`src/rtl/udpmc_pkg.sv`:
```
// udpmc_pkg: constants shared by the multicast test packet builder.
// Frame layout codes, header field values and configuration register indexes.
// No dependencies.
`default_nettype none

package udpmc_pkg;

  // configuration port
  localparam int CFG_IDX_W = 3;
  localparam int CFG_DATA_W = 32;
  localparam logic [CFG_IDX_W-1:0] CFG_SRC_ADDR   = 3'd0;
  localparam logic [CFG_IDX_W-1:0] CFG_DST_ADDR   = 3'd1;
  localparam logic [CFG_IDX_W-1:0] CFG_SRC_PORT   = 3'd2;
  localparam logic [CFG_IDX_W-1:0] CFG_DST_PORT   = 3'd3;
  localparam logic [CFG_IDX_W-1:0] CFG_FRAME_LEN  = 3'd4;

  localparam int FRAME_W = 10;
  localparam int SEQ_W = 32;
  localparam int WORD_BYTES = 8;
  localparam int DATA_W = 64;
  localparam int VB_W = 4;

  // Ethernet + IPv4 + UDP headers end at this byte; payload follows
  localparam int HDR_BYTES = 42;
  localparam int HDR_WORDS = 6;
  localparam int ETH_HDR_BYTES = 14;
  localparam int UDP_OFFSET = 34;

  localparam logic [FRAME_W-1:0] MIN_FRAME = 10'd42;

  // reset values of the configuration registers
  localparam logic [31:0] RST_SRC_ADDR  = 32'd167837953;
  localparam logic [31:0] RST_DST_ADDR  = 32'd4009820417;
  localparam logic [15:0] RST_SRC_PORT  = 16'd50000;
  localparam logic [15:0] RST_DST_PORT  = 16'd26477;
  localparam logic [FRAME_W-1:0] RST_FRAME_LEN = 10'd128;

  // header constants
  localparam logic [7:0]  MAC_MCAST_0   = 8'h01;
  localparam logic [7:0]  MAC_MCAST_1   = 8'h00;
  localparam logic [7:0]  MAC_MCAST_2   = 8'h5e;
  localparam logic [7:0]  MAC_LOCAL_0   = 8'h02;
  localparam logic [15:0] ETHERTYPE_IP  = 16'h0800;
  localparam logic [7:0]  IP_VER_IHL    = 8'h45;
  localparam logic [7:0]  IP_TOS        = 8'h00;
  localparam logic [15:0] IP_FLAGS_DF   = 16'h4000;
  localparam logic [7:0]  IP_TTL        = 8'd64;
  localparam logic [7:0]  IP_PROTO_UDP  = 8'd17;

endpackage

`default_nettype wire

```
`src/rtl/udp_multicast_test_packet_builder.sv`:
```
// Throughput: one 8-byte word per cycle unless out_stall holds the output; a packet of L
//   bytes is ceil(L/8) words (16 for 128 bytes), set by the word sequencer; the next
//   packet follows with no gap.
// Stages: word sequencer -> checksum sum -> checksum fold -> word assembly/output register.
// Reset (rst_n low, synchronous): pipeline emptied, registers back to 10.1.1.1 ->
//   239.1.1.1, ports 50000 -> 26477, 128-byte frames. Uses udpmc_pkg.
`default_nettype none

module udp_multicast_test_packet_builder #(
  parameter int MAX_FRAME_BYTES = 512
) (
  input  wire logic                                  clk,
  input  wire logic                                  rst_n,
  // request channel
  input  wire logic                                  in_valid,
  output      logic                                  in_stall,
  input  wire logic [udpmc_pkg::SEQ_W-1:0]           in_sequence_number,
  // result channel
  output      logic                                  out_valid,
  input  wire logic                                  out_stall,
  output      logic [udpmc_pkg::DATA_W-1:0]          out_frame_word,
  output      logic [udpmc_pkg::VB_W-1:0]            out_valid_bytes,
  output      logic                                  out_end_of_frame,
  // configuration writes
  input  wire logic                                  cfg_valid,
  output      logic                                  cfg_ready,
  input  wire logic [udpmc_pkg::CFG_IDX_W-1:0]       cfg_index,
  input  wire logic [udpmc_pkg::CFG_DATA_W-1:0]      cfg_data
);

  localparam int FW = udpmc_pkg::FRAME_W;
  localparam int WORD_W = $clog2(MAX_FRAME_BYTES / udpmc_pkg::WORD_BYTES);
  localparam logic [FW-1:0] MAX_LEN = FW'(MAX_FRAME_BYTES);

  // ---------------- configuration registers ----------------
  logic [31:0]   src_addr_r, dst_addr_r;
  logic [15:0]   src_port_r, dst_port_r;
  logic [FW-1:0] frame_len_r;

  assign cfg_ready = 1'b1;

  always_ff @(posedge clk) begin
    if (!rst_n) begin
      src_addr_r  <= udpmc_pkg::RST_SRC_ADDR;
      dst_addr_r  <= udpmc_pkg::RST_DST_ADDR;
      src_port_r  <= udpmc_pkg::RST_SRC_PORT;
      dst_port_r  <= udpmc_pkg::RST_DST_PORT;
      frame_len_r <= udpmc_pkg::RST_FRAME_LEN;
    end else if (cfg_valid && cfg_ready) begin
      case (cfg_index)
        udpmc_pkg::CFG_SRC_ADDR:  src_addr_r  <= cfg_data;
        udpmc_pkg::CFG_DST_ADDR:  dst_addr_r  <= cfg_data;
        udpmc_pkg::CFG_SRC_PORT:  src_port_r  <= cfg_data[15:0];
        udpmc_pkg::CFG_DST_PORT:  dst_port_r  <= cfg_data[15:0];
        udpmc_pkg::CFG_FRAME_LEN: frame_len_r <= cfg_data[FW-1:0];
        default: ;
      endcase
    end
  end

  // clamped frame length and last word index
  logic [FW-1:0]     len_clamped;
  logic [FW-1:0]     len_m1;
  logic [WORD_W-1:0] last_idx;

  always_comb begin
    if (frame_len_r < udpmc_pkg::MIN_FRAME) begin
      len_clamped = udpmc_pkg::MIN_FRAME;
    end else if (frame_len_r > MAX_LEN) begin
      len_clamped = MAX_LEN;
    end else begin
      len_clamped = frame_len_r;
    end
    len_m1   = len_clamped - FW'(1);
    last_idx = WORD_W'(len_m1 >> 3);
  end

  // whole pipeline moves together unless the output holds a stalled word
  logic advance;
  assign advance = !out_valid || !out_stall;

  // ---------------- stage A: word sequencer ----------------
  logic                         a_busy_r;
  logic [udpmc_pkg::SEQ_W-1:0]  a_seq_r;
  logic [FW-1:0]                a_len_r;
  logic [WORD_W-1:0]            a_w_r;
  logic [WORD_W-1:0]            a_last_idx_r;
  logic                         a_at_last;
  logic                         in_acc;

  assign a_at_last = (a_w_r == a_last_idx_r);
  assign in_stall  = !(advance && (!a_busy_r || a_at_last));
  assign in_acc    = in_valid && !in_stall;

  always_ff @(posedge clk) begin
    if (!rst_n) begin
      a_busy_r <= 1'b0;
    end else if (advance) begin
      if (!a_busy_r || a_at_last) begin
        a_busy_r <= in_acc;
      end
    end
  end

  always_ff @(posedge clk) begin
    if (in_acc) begin
      a_seq_r      <= in_sequence_number;
      a_len_r      <= len_clamped;
      a_last_idx_r <= last_idx;
      a_w_r        <= '0;
    end else if (advance && a_busy_r) begin
      a_w_r <= a_w_r + WORD_W'(1);
    end
  end

  // ---------------- stage B: header sum, payload base ----------------
  logic                    b_vld_r, b_vld_nxt;
  logic [15:0]             b_id_r;
  logic [7:0]              b_pbase_r, b_pbase_nxt;
  logic [FW-1:0]           b_len_r;
  logic [WORD_W-1:0]       b_w_r;
  logic [udpmc_pkg::VB_W-1:0] b_vbytes_r, b_vbytes_nxt;
  logic                    b_last_r;
  logic [19:0]             b_sum_r, b_sum_nxt;
  logic [WORD_W+2:0]       a_pos;

  function automatic logic [2:0] len_m1_a();
    logic [FW-1:0] t;
    t = a_len_r - FW'(1);
    return t[2:0];
  endfunction

  assign b_vld_nxt = a_busy_r;
  assign a_pos     = {a_w_r, 3'b000};

  always_comb begin
    b_sum_nxt = 20'({udpmc_pkg::IP_VER_IHL, udpmc_pkg::IP_TOS})
              + 20'(udpmc_pkg::IP_FLAGS_DF)
              + 20'({udpmc_pkg::IP_TTL, udpmc_pkg::IP_PROTO_UDP})
              + 20'(16'(a_len_r) - 16'(udpmc_pkg::ETH_HDR_BYTES))
              + 20'(a_seq_r[15:0])
              + 20'(src_addr_r[31:16]) + 20'(src_addr_r[15:0])
              + 20'(dst_addr_r[31:16]) + 20'(dst_addr_r[15:0]);
    // payload byte i of the packet is seq + i, counted from the end of the headers
    b_pbase_nxt = a_seq_r[7:0] + 8'(a_pos) - 8'(udpmc_pkg::HDR_BYTES);
    if (a_at_last) begin
      b_vbytes_nxt = {1'b0, len_m1_a()} + 4'd1;
    end else begin
      b_vbytes_nxt = 4'(udpmc_pkg::WORD_BYTES);
    end
  end

  always_ff @(posedge clk) begin
    if (!rst_n) begin
      b_vld_r <= 1'b0;
    end else if (advance) begin
      b_vld_r <= b_vld_nxt;
    end
  end

  always_ff @(posedge clk) begin
    if (advance) begin
      b_id_r     <= a_seq_r[15:0];
      b_pbase_r  <= b_pbase_nxt;
      b_len_r    <= a_len_r;
      b_w_r      <= a_w_r;
      b_vbytes_r <= b_vbytes_nxt;
      b_last_r   <= a_at_last;
      b_sum_r    <= b_sum_nxt;
    end
  end

  // ---------------- stage C: fold to ones' complement checksum ----------------
  logic                       c_vld_r;
  logic [15:0]                c_id_r;
  logic [7:0]                 c_pbase_r;
  logic [FW-1:0]              c_len_r;
  logic [WORD_W-1:0]          c_w_r;
  logic [udpmc_pkg::VB_W-1:0] c_vbytes_r;
  logic                       c_last_r;
  logic [15:0]                c_ck_r, c_ck_nxt;
  logic [16:0]                fold1;
  logic [15:0]                fold2;

  always_comb begin
    fold1    = 17'(b_sum_r[15:0]) + 17'(b_sum_r[19:16]);
    fold2    = fold1[15:0] + 16'(fold1[16]);
    c_ck_nxt = ~fold2;
  end

  always_ff @(posedge clk) begin
    if (!rst_n) begin
      c_vld_r <= 1'b0;
    end else if (advance) begin
      c_vld_r <= b_vld_r;
    end
  end

  always_ff @(posedge clk) begin
    if (advance) begin
      c_id_r     <= b_id_r;
      c_pbase_r  <= b_pbase_r;
      c_len_r    <= b_len_r;
      c_w_r      <= b_w_r;
      c_vbytes_r <= b_vbytes_r;
      c_last_r   <= b_last_r;
      c_ck_r     <= c_ck_nxt;
    end
  end

  // ---------------- stage D: word assembly into the output register ----------------
  logic [7:0]  hdr [64];
  logic [15:0] ip_len, udp_len;
  logic [udpmc_pkg::DATA_W-1:0] word_nxt;
  logic        hdr_word;

  always_comb begin
    ip_len  = 16'(c_len_r) - 16'(udpmc_pkg::ETH_HDR_BYTES);
    udp_len = 16'(c_len_r) - 16'(udpmc_pkg::UDP_OFFSET);
    for (int i = 0; i < 64; i++) begin
      hdr[i] = 8'h00;
    end
    hdr[0]  = udpmc_pkg::MAC_MCAST_0;
    hdr[1]  = udpmc_pkg::MAC_MCAST_1;
    hdr[2]  = udpmc_pkg::MAC_MCAST_2;
    hdr[3]  = {1'b0, dst_addr_r[22:16]};
    hdr[4]  = dst_addr_r[15:8];
    hdr[5]  = dst_addr_r[7:0];
    hdr[6]  = udpmc_pkg::MAC_LOCAL_0;
    hdr[9]  = src_addr_r[23:16];
    hdr[10] = src_addr_r[15:8];
    hdr[11] = src_addr_r[7:0];
    hdr[12] = udpmc_pkg::ETHERTYPE_IP[15:8];
    hdr[13] = udpmc_pkg::ETHERTYPE_IP[7:0];
    hdr[14] = udpmc_pkg::IP_VER_IHL;
    hdr[15] = udpmc_pkg::IP_TOS;
    hdr[16] = ip_len[15:8];
    hdr[17] = ip_len[7:0];
    hdr[18] = c_id_r[15:8];
    hdr[19] = c_id_r[7:0];
    hdr[20] = udpmc_pkg::IP_FLAGS_DF[15:8];
    hdr[21] = udpmc_pkg::IP_FLAGS_DF[7:0];
    hdr[22] = udpmc_pkg::IP_TTL;
    hdr[23] = udpmc_pkg::IP_PROTO_UDP;
    hdr[24] = c_ck_r[15:8];
    hdr[25] = c_ck_r[7:0];
    hdr[26] = src_addr_r[31:24];
    hdr[27] = src_addr_r[23:16];
    hdr[28] = src_addr_r[15:8];
    hdr[29] = src_addr_r[7:0];
    hdr[30] = dst_addr_r[31:24];
    hdr[31] = dst_addr_r[23:16];
    hdr[32] = dst_addr_r[15:8];
    hdr[33] = dst_addr_r[7:0];
    hdr[34] = src_port_r[15:8];
    hdr[35] = src_port_r[7:0];
    hdr[36] = dst_port_r[15:8];
    hdr[37] = dst_port_r[7:0];
    hdr[38] = udp_len[15:8];
    hdr[39] = udp_len[7:0];
  end

  always_comb begin
    logic [5:0] pos;
    logic [7:0] byte_v;
    hdr_word = (c_w_r < WORD_W'(udpmc_pkg::HDR_WORDS));
    word_nxt = '0;
    for (int b = 0; b < udpmc_pkg::WORD_BYTES; b++) begin
      pos = {c_w_r[2:0], 3'(b)};
      if (hdr_word && (pos < 6'(udpmc_pkg::HDR_BYTES))) begin
        byte_v = hdr[pos];
      end else begin
        byte_v = c_pbase_r + 8'(b);
      end
      // bytes past the end of the frame read as zero
      if (4'(b) >= c_vbytes_r) begin
        byte_v = 8'h00;
      end
      word_nxt[udpmc_pkg::DATA_W-1-8*b -: 8] = byte_v;
    end
  end

  always_ff @(posedge clk) begin
    if (!rst_n) begin
      out_valid <= 1'b0;
    end else if (advance) begin
      out_valid <= c_vld_r;
    end
  end

  always_ff @(posedge clk) begin
    if (advance) begin
      out_frame_word   <= word_nxt;
      out_valid_bytes  <= c_vbytes_r;
      out_end_of_frame <= c_last_r;
    end
  end

  // ---------------- assertions ----------------
  a_take_starts_packet: assert property (@(posedge clk) disable iff (!rst_n)
    in_valid && !in_stall |=> a_busy_r && (a_w_r == '0))
    else $error("accepted request did not start a packet at word 0");

  a_word_in_range: assert property (@(posedge clk) disable iff (!rst_n)
    a_busy_r |-> (a_w_r <= a_last_idx_r))
    else $error("word index ran past the last word");

  a_full_words: assert property (@(posedge clk) disable iff (!rst_n)
    out_valid && !out_end_of_frame |-> (out_valid_bytes == 4'(udpmc_pkg::WORD_BYTES)))
    else $error("short word before end of frame");

  a_bytes_nonzero: assert property (@(posedge clk) disable iff (!rst_n)
    out_valid |-> (out_valid_bytes != '0) && (out_valid_bytes <= 4'(udpmc_pkg::WORD_BYTES)))
    else $error("valid byte count out of range");

  a_no_take_mid_packet: assert property (@(posedge clk) disable iff (!rst_n)
    a_busy_r && !a_at_last |-> in_stall)
    else $error("request taken in the middle of a packet");

endmodule

`default_nettype wire

```
`config.mk`:
```
export PLATFORM = sky130hd
export DESIGN_NAME = udp_multicast_test_packet_builder
export DESIGN_NICKNAME = d
export VERILOG_FILES = /design/src/rtl/udpmc_pkg.sv /design/src/rtl/udp_multicast_test_packet_builder.sv
export SDC_FILE = /design/constraint.sdc
export NUM_CORES = 1
export LEC_CHECK = 0
export BUFFER_PORTS_ARGS = -buffer_cell sky130_fd_sc_hd__buf_2
export CAP_MARGIN = 5
export CORE_ASPECT_RATIO = 1.75
export CORE_MARGIN = 8
export CORE_UTILIZATION = 49
export CTS_BUF_LIST = sky130_fd_sc_hd__clkbuf_8
export DETAILED_ROUTE_END_ITERATION = 10
export HOLD_SLACK_MARGIN = 0.06
export PLACE_DENSITY = 0.69
export SYNTH_ARGS = -nofsm -noshare
export SYNTH_HDL_FRONTEND = slang
export SYNTH_SLANG_ARGS = --single-unit
```
`constraint.sdc`:
```
create_clock -name clk -period 8.2 [get_ports clk]
set_input_delay 0.82 -clock clk [delete_from_list [all_inputs] [get_ports clk]]
set_output_delay 0.82 -clock clk [all_outputs]
set_load 0.02 [all_outputs]
```
## Word level (Yosys, flattened, before mapping)

Cells that the tools add are included.

- Register bits: 343
- Input port bits: 72
- Output and inout port bits: 72
- Logic and storage cells: 160

- Add/subtract/negate cells: 24
- $lt $le $gt $ge: 27
- Equality and inequality tests: 5
- Mux-type cells: 34
- Bitwise gates (word level): 9
- Reduce and logical (&&, ||, !) cells: 24

Operator list:

| cell | number |
|---|---|
| $bmux W8 S6 | 8 |
| $mux W8 | 24 |
| $add A20 B16 Y20 | 3 |
| $ge A7 B7 Y1 const B | 8 |
| $not A6 Y7 | 8 |
| $lt A6 B6 Y1 const B | 8 |
| $add A8 B3 Y8 const B | 4 |
| $sub A10 B4 Y11 const B | 2 |
| $add A19 B17 Y20 | 1 |
| $mux W10 | 2 |
| $add A18 B17 Y19 | 1 |
| $add A17 B11 Y18 const A | 1 |
| $add A16 B4 Y17 | 1 |
| $add A16 B1 Y16 | 1 |
| $add A8 B2 Y8 const B | 2 |
| $ge A3 B4 Y1 const A | 4 |
| $not A16 Y16 | 1 |
| $reduce_and A2 Y1 | 6 |
| $logic_and A1 B1 Y1 | 11 |
| $sub A10 B6 Y11 const B | 1 |
| $gt A10 B10 Y1 const B | 1 |
| $lt A10 B6 Y1 const B | 1 |
| $sub A9 B1 Y9 const B | 1 |
| $add A8 B1 Y8 const B | 1 |
| 15 further kinds | 22 |

## Longest topological paths before layout

Gate-level depths: netlist of run 1.

- Depth in word-level cells: 7
- Mapped depth: 19
- Gate-level depth less buffers: 19

## Worst setup path after synthesis of run 1

Ideal clock, no wire load.

- Path kind: input to register
- Start point: input out_stall
- End point: register a_last_idx_r[0] (enable)
- Setup time: 0.442 ns
- Arrival time: 7.021 ns
- Data required time: 7.758 ns
- Slack: 0.737 ns
- Cell stages on the path: 4
- Buffers on the path: 0
- Cell sequence: and2_1 > inv_1 > nand2_1 > a21oi_1

- Cells in the longest elaborated chain, start to end: 4

RTL lines:

| element | line | RTL |
|---|---|---|
| start: declaration | udp_multicast_test_packet_builder.sv:20 | `input wire logic out_stall,` |
| $logic_not A1 Y1 | udp_multicast_test_packet_builder.sv:80 | `assign advance = !out_valid \|\| !out_stall;` |
| $logic_or A1 B1 Y1 | udp_multicast_test_packet_builder.sv:80 |  |
| net advance | udp_multicast_test_packet_builder.sv:79 | `logic advance;` |
| $logic_and A1 B1 Y1 | udp_multicast_test_packet_builder.sv:92 | `assign in_stall = !(advance && (!a_busy_r \|\| a_at_last));` |
| $logic_and A1 B1 Y1 | udp_multicast_test_packet_builder.sv:93 | `assign in_acc = in_valid && !in_stall;` |
| net in_acc | udp_multicast_test_packet_builder.sv:89 | `logic in_acc;` |
| end signal: assignment | udp_multicast_test_packet_builder.sv:109 | `a_last_idx_r <= last_idx;` |
| end: declaration | udp_multicast_test_packet_builder.sv:87 | `logic [WORD_W-1:0] a_last_idx_r;` |

The timed path passes the listed nets, and every way through them passes these cells.
A chain may end at the register's enable or synchronous reset.

## Final worst setup path of run 1

- Start point: register a_len_r[5]
- End point: register b_sum_r[19], data pin

- Cells in the longest elaborated chain, start to end: 7

RTL lines:

| element | line | RTL |
|---|---|---|
| start: declaration | udp_multicast_test_packet_builder.sv:85 | `logic [FW-1:0] a_len_r;` |
| start signal: assignment | udp_multicast_test_packet_builder.sv:108 | `a_len_r <= len_clamped;` |
| $sub A10 B4 Y11 | udp_multicast_test_packet_builder.sv:140 | `+ 20'(16'(a_len_r) - 16'(udpmc_pkg::ETH_HDR_BYTES))` |
| $add A17 B11 Y18 | udp_multicast_test_packet_builder.sv:140 |  |
| $add A18 B17 Y19 | udp_multicast_test_packet_builder.sv:141 | `+ 20'(a_seq_r[15:0])` |
| $add A19 B17 Y20 | udp_multicast_test_packet_builder.sv:142 | `+ 20'(src_addr_r[31:16]) + 20'(src_addr_r[15:0])` |
| $add A20 B16 Y20 | udp_multicast_test_packet_builder.sv:142 |  |
| $add A20 B16 Y20 (2 in series) | udp_multicast_test_packet_builder.sv:143 | `+ 20'(dst_addr_r[31:16]) + 20'(dst_addr_r[15:0]);` |
| net b_sum_nxt[19] | udp_multicast_test_packet_builder.sv:124 | `logic [19:0] b_sum_r, b_sum_nxt;` |
| end signal: assignment | udp_multicast_test_packet_builder.sv:169 | `b_sum_r <= b_sum_nxt;` |
| end: declaration | udp_multicast_test_packet_builder.sv:124 |  |

The timed path passes the listed nets, and every way through them passes these cells.

==> flow_summary.json, run 1 <==
{
  "finalPower_w": 0.005487,
  "syn-num-nets": 1892,
  "post-route-drc-count": 0,
  "fin_nets": 2006,
  "die_h_um": 269.5,
  "grt_pass1_wl_um": 78060,
  "yosys_warnings": 0,
  "synth_commonest_cells": "nand2_1, edfxtp_1, inv_1",
  "gp_congestion": 0.9308,
  "grt_max_degree": 120,
  "hp-class": "in -> reg",
  "area_delta_synth_final_pct": 11.42,
  "yosysTopAreaCell": "edfxtp_1",
  "reg2reg_depth": 15,
  "synth_top_cells_by_area": "edfxtp_1, dfxtp_1, fa_1, nand2_1, ha_1",
  "placed_cells": 2226,
  "finalNonFillerCells": 2318,
  "io_pins": 144,
  "crit_buf_inv": 1,
  "die_area_um2": 43360,
  "seq_area_frac_synth_pct": 50.44,
  "cts_buffer_depth": 3,
  "fp.dieW_um": 160.9,
  "port-buffer-count": 126,
  "dr.first_iter.drc_count": 1027,
  "period_share_pct": 64.51,
  "fin_setup_tns_ps": 0,
  "routed_wl_um": 50910,
  "synth_edf_count": 225,
  "worst_slew_pin_slew_ps": 1180,
  "timing.fmax_ghz": 0.1890,
  "grt_pass1_vias": 13228,
  "crit_slowest_cell": "or3_1",
  "cts_hold_buf": 0,
  "powerDensity_nw_per_um2": 273.6,
  "post_cts_buffers": 0,
  "min_path_cells": 1,
  "drive_gt1_share_pct": 12.87,
  "yosysUniqueCellTypes": 65,
  "crit_top_cell": "fa_1",
  "synth.top_cell.area_share_pct": 37.54,
  "vdd_drop_max_mv": 0.1003,
  "cts_tree": "yes",
  "num_vias": 13185,
  "setup_viol": 0,
  "worst-path-stages": 15,
  "postRouteAntennaNets": 0,
  "clk_latency_ps": 610,
  "firstDrtPassIters": 5,
  "slew_violations": 0,
  "grtUsageTotal_pct": 23.26,
  "synthFlopType": "edfxtp_1",
  "synth_most_common_cell": "nand2_1",
  "synth_area_um2": 18000,
  "synth_cells": 1688,
  "cts_htree_levels": 2,
  "ctsResizeCount": 0,
  "status": "completed",
  "crit_family": "adder cells",
  "hold_viol": 0,
  "synth-seq-cells": 341,
  "power.leakage_nw": 8.109,
  "cap_viol_max_count": 0,
  "numCtsBuffers": 49,
  "vias_per_cell": 5.688,
  "clock_sinks": 341,
  "max-slew-margin-rel_pct": 20.60,
  "path_clk_slew_ps": 70,
  "overflow": 0,
  "crit_type": "reg -> reg",
  "rsz0062_at_grt": "no",
  "antenna_found_initial": 1,
  "ys_async_sr_fraction_pct": 0,
  "endpoint_kind": "register",
  "dp_hpwl_um": 38330,
  "syn_avg_cell_area_um2": 10.66,
  "fin_skew_ps": 23.68,
  "startpoint_type": "register",
  "max_stage_delay_ps": 490,
  "crit_fanout": 5,
  "cts_root_buf": "clkbuf_8",
  "critPathArrivalTime_ps": 5620,
  "rows": 93,
  "coreArea_um2": 36540,
  "required_ps": 8530,
  "cp_cell_sequence": "nor4_1 > nand2_1 > or3_1 > inv_1 > fa_1 > fa_1 > fa_1 > fa_1 > ha_1 > and3_1 > o211ai_1 > nand2_1 > nand4_1 > a311oi_1 > xor2_1",
  "start_util_pct": 49.26,
  "fin_crit_ps": 5290,
  "wl_per_cell_um": 21.96
}
## state kept, by name, indices dropped and copies added (netlist names), 20 cells and up
name	flops
src_addr_r	32
dst_addr_r	32
out_frame_word	64
b_sum_r	20
## layout make-up
class / count / area, µm²
inverter: 152 / 578.1
multi-input combinational: 1113 / 8066
fill: 3256 / 16480
clock buffer: 55 / 757.0
clock inverter: 36 / 203.9
sequential: 341 / 9079
tap: 475 / 594.3
timing repair buffer: 145 / 773.2
antenna: 1 / 2.502
## metal layers
layer / GRT usage, % / wire [µm] / vias up
met5: 0 / 0 / -
met4: 12.45 / 2756 / 0
met3: 3.357 / 2955 / 143
met2: 41.43 / 26500 / 523
met1: 26.28 / 18700 / 6379
li1: - / - / 6140
## final timing paths
check,startpoint,to,slack [ps]
min reg2reg,b_pbase_r[5]$_DFFE_PN_,c_pbase_r[5]$_DFFE_PN_,410
min,in_sequence_number[2],a_seq_r[2]$_DFFE_PP_,390
max,a_len_r[5]$_DFFE_PP_,b_sum_r[19]$_DFFE_PN_,2910
max reg2reg,a_len_r[5]$_DFFE_PP_,b_sum_r[19]$_DFFE_PN_,2910
## cells in the final DEF (no fill, tap or decap), drive strengths merged, types with 5 or more instances in the layout
cell,synthesis,routed
o21bai,10,10
o22ai,13,13
nand4,7,7
o211ai,12,12
edfxtp,225,225
fa,64,64
a21o,9,9
nor4,5,5
mux4,7,7
o21ai,46,46
nor3,21,21
and2,10,10
and3,9,9
buf,14,145
ha,68,68
a221oi,34,34
nor2b,10,10
nand3,47,47
clkinv,1,18
dfxtp,116,116
a31oi,8,8
mux2i,13,13
o31ai,5,5
a22oi,11,11
clkbuf,68,55
a21oi,65,65
inv,151,166
xnor2,65,65
xor2,48,48
a21boi,80,80
nand2,268,268
nor2,85,85
a211oi,42,42
## per-stage QoR
stage	hold WS [ps]	instance area, µm²	setup WS, ps	utilization [%]
floorplan	400.3	18000	736.6	-
global placement	400.7	19090	2923	52.25
detailed placement	404.5	19090	2889	52.25
CTS	359.9	20050	2851	54.88
global route	370.5	20050	2561	54.89
finish	391.5	20050	2910	54.89
## power by group
part	switching, W	leakage (nW)	internal (W)	total, W
registers	0.000204	3.36	0.00219	0.00240
clock network	0.000667	0.547	0.000678	0.00135
logic	0.00108	4.20	0.000658	0.00174
total	0.00196	8.11	0.00353	0.00549
## kinds of logic after synthesis
logic type	after synthesis	share of synthesized area, %
xor gates and xnor gates	113	5.499
buffers and inverters	234	4.936
adders and majority gates	132	11.85
DFF	341	50.44
other	1	0.02084
and+or+nand+nor	484	11.68
AOI/OAI and AO/OA	363	13.98
muxes	20	1.599
No activity file was read; power rests on OpenSTA's default activity.
==> run 2: changes to the inputs <==
clock period = 5.3 ns   (was 8.2 ns; I/O delays follow)
==> run 2 against run 1 <==
  * Hold slack worse by 280 ps
  * Die area did not move
  * Setup slack worse by 2700 ps
  * First-iteration DRC count is 7.4% lower
  * Largest power group unchanged
  * Clock power is 50% higher
  * Combinational power increased by 57%
  * Fmax up 4.9%
  * Power is 54% higher
  * Sequential cell count did not move
  * Register-to-register slack got worse by 2700 ps
  * Critical endpoint is now b_sum_r[18]$_DFFE_PN_
  * Largest cell class unchanged
==> flow_summary.json, run 2 (same netlist as run 1, synthesis figures left out) <==
{
  "status": "completed",
  "grt_max_degree": 111,
  "crit_family": "adder cells",
  "dr.first_iter.drc_count": 951,
  "hp-class": "in -> reg",
  "crit_top_cell": "fa_1",
  "clk_latency_ps": 600,
  "wl_per_cell_um": 21.77,
  "crit_type": "reg -> reg",
  "fp.dieW_um": 160.9,
  "port-buffer-count": 126,
  "max-slew-margin-rel_pct": 20.13,
  "routed-wl-met2_um": 26260,
  "rows": 93,
  "power.leakage_nw": 8.181,
  "start_util_pct": 49.26,
  "critPathArrivalTime_ps": 5440,
  "coreArea_um2": 36540,
  "area_delta_synth_final_pct": 11.98,
  "rrSetupSlack_ps": 260,
  "gp_congestion": 1.003,
  "slew_violations": 0,
  "powerDensity_nw_per_um2": 419.2,
  "top_regs": "out_frame_word (64), dst_addr_r (32), src_addr_r (32)",
  "fin_area_um2": 20160,
  "hp-start": "in_sequence_number[10]",
  "reg2reg_to": "b_sum_r[18]$_DFFE_PN_",
  "startpoint": "a_len_r[1]$_DFFE_PP_",
  "die_h_um": 269.5,
  "startpoint_type": "register",
  "final_common_cell": "nand2_1",
  "place_area_um2": 19200,
  "vdd_drop_max_mv": 0.1654,
  "worst_slew_pin_slew_ps": 1187,
  "routed_wl_um": 50700,
  "fin_nets": 2019,
  "crit_slowest_cell": "fa_1",
  "fin_skew_ps": 30.99,
  "rsz0062_at_grt": "no",
  "io_pins": 144,
  "cts_root_buf": "clkbuf_8",
  "crit_fanout": 4,
  "die_area_um2": 43360,
  "num_vias": 13147,
  "post-route-drc-count": 0,
  "period_share_pct": 95.12,
  "endpoint_kind": "register",
  "reg2reg_depth": 17,
  "dp_hpwl_um": 39180,
  "setup_viol": 0,
  "max_stage_delay_ps": 560,
  "crit_buf_inv": 3,
  "path_clk_slew_ps": 70,
  "drive_gt1_share_pct": 13.49,
  "overflow": 0,
  "grt_pass1_vias": 13210,
  "utilization_pct": 55.16,
  "firstDrtPassIters": 6,
  "cap_viol_max_count": 0,
  "timing.fmax_ghz": 0.1984,
  "hold_viol": 0,
  "postRouteAntennaNets": 0,
  "post_cts_buffers": 0,
  "cp_cell_sequence": "ha_1 > xnor2_1 > fa_1 > inv_1 > fa_1 > fa_1 > inv_1 > fa_1 > inv_1 > ha_1 > a21oi_1 > nor2b_1 > o31ai_1 > a31oi_1 > a41oi_1 > nor2_1 > a211oi_1",
  "cts_tree": "yes",
  "fin_setup_tns_ps": 0,
  "required_ps": 5700,
  "grtUsageTotal_pct": 23.12,
  "numCtsBuffers": 48,
  "clock_sinks": 341,
  "worstHoldEndpoint": "a_seq_r[10]$_DFFE_PP_",
  "min_path_cells": 1,
  "dr.max_layer_used": "met4",
  "vias_per_cell": 5.645,
  "grt_pass1_wl_um": 77310,
  "reg2reg_from": "a_len_r[1]$_DFFE_PP_",
  "antenna_found_initial": 1,
  "cts_htree_levels": 2,
  "largest_register_ffs": 64,
  "final_cell_mix": "nand2_1, edfxtp_1, inv_1",
  "fin_crit_ps": 5041,
  "wl_met1_um": 18630,
  "cts_buffer_depth": 3,
  "largest-register": "out_frame_word",
  "wl_met3_um": 2615
}
## run 2: repair_timing
action / 4_1_cts / 5_1_grt
endpoints found under the setup margin: 0 / 7
gates resized for setup: 0 / 5
hold buffers: 0 / 0
## run 2: metal layers
layer / up-vias / GRT usage (%)
li1: 6165 / -
met1: 6317 / 25.38
met2: 513 / 41.12
met3: 152 / 3.341
met4: 0 / 14.33
met5: - / 0
## run 2: worst max path at each step
stage                                end  slack, ps  cells after the start
2_1_floorplan  a_last_idx_r[0]$_DFFE_PP_        130                      4
3_3_place_gp       b_sum_r[13]$_DFFE_PN_        210                     15
3_5_place_dp       b_sum_r[13]$_DFFE_PN_         50                     16
4_1_cts            b_sum_r[13]$_DFFE_PN_         60                     16
5_1_grt            b_sum_r[19]$_DFFE_PN_          8                     16
6_report           b_sum_r[18]$_DFFE_PN_        260                     17
## run 2: final cells by class
class,count,area [µm²]
flip-flops and latches,341,9079
inverters,152,574.3
repair buffers,159,890.9
clock buffers,54,743.2
fillers,3212,16380
multi-input cells,1113,8084
diodes,1,2.502
clock inverters,34,187.7
well taps,475,594.3
## run 2: metrics by stage
stage | power (W) | worst slack (ps) | instances | hold WS [ps]
6_report | 0.008450 | 258.5 | 2329 | 113.1
5_1_grt | 0.008882 | 8.411 | 2329 | 90.95
4_1_cts | 0.008486 | 58.51 | 2328 | 67.52
3_5_place_dp | 0.006467 | 54.21 | 2240 | 404.5
3_3_place_gp | 0.006405 | 210.3 | 2240 | 401.0
2_1_floorplan | 0.005522 | 134.1 | 1688 | 400.3
## run 2: power breakdown
part | internal, W | total, W | switching, W | leakage (nW)
clock network | 0.00103 | 0.00202 | 0.000990 | 0.545
logic | 0.00105 | 0.00274 | 0.00169 | 4.27
registers | 0.00339 | 0.00369 | 0.000295 | 3.36
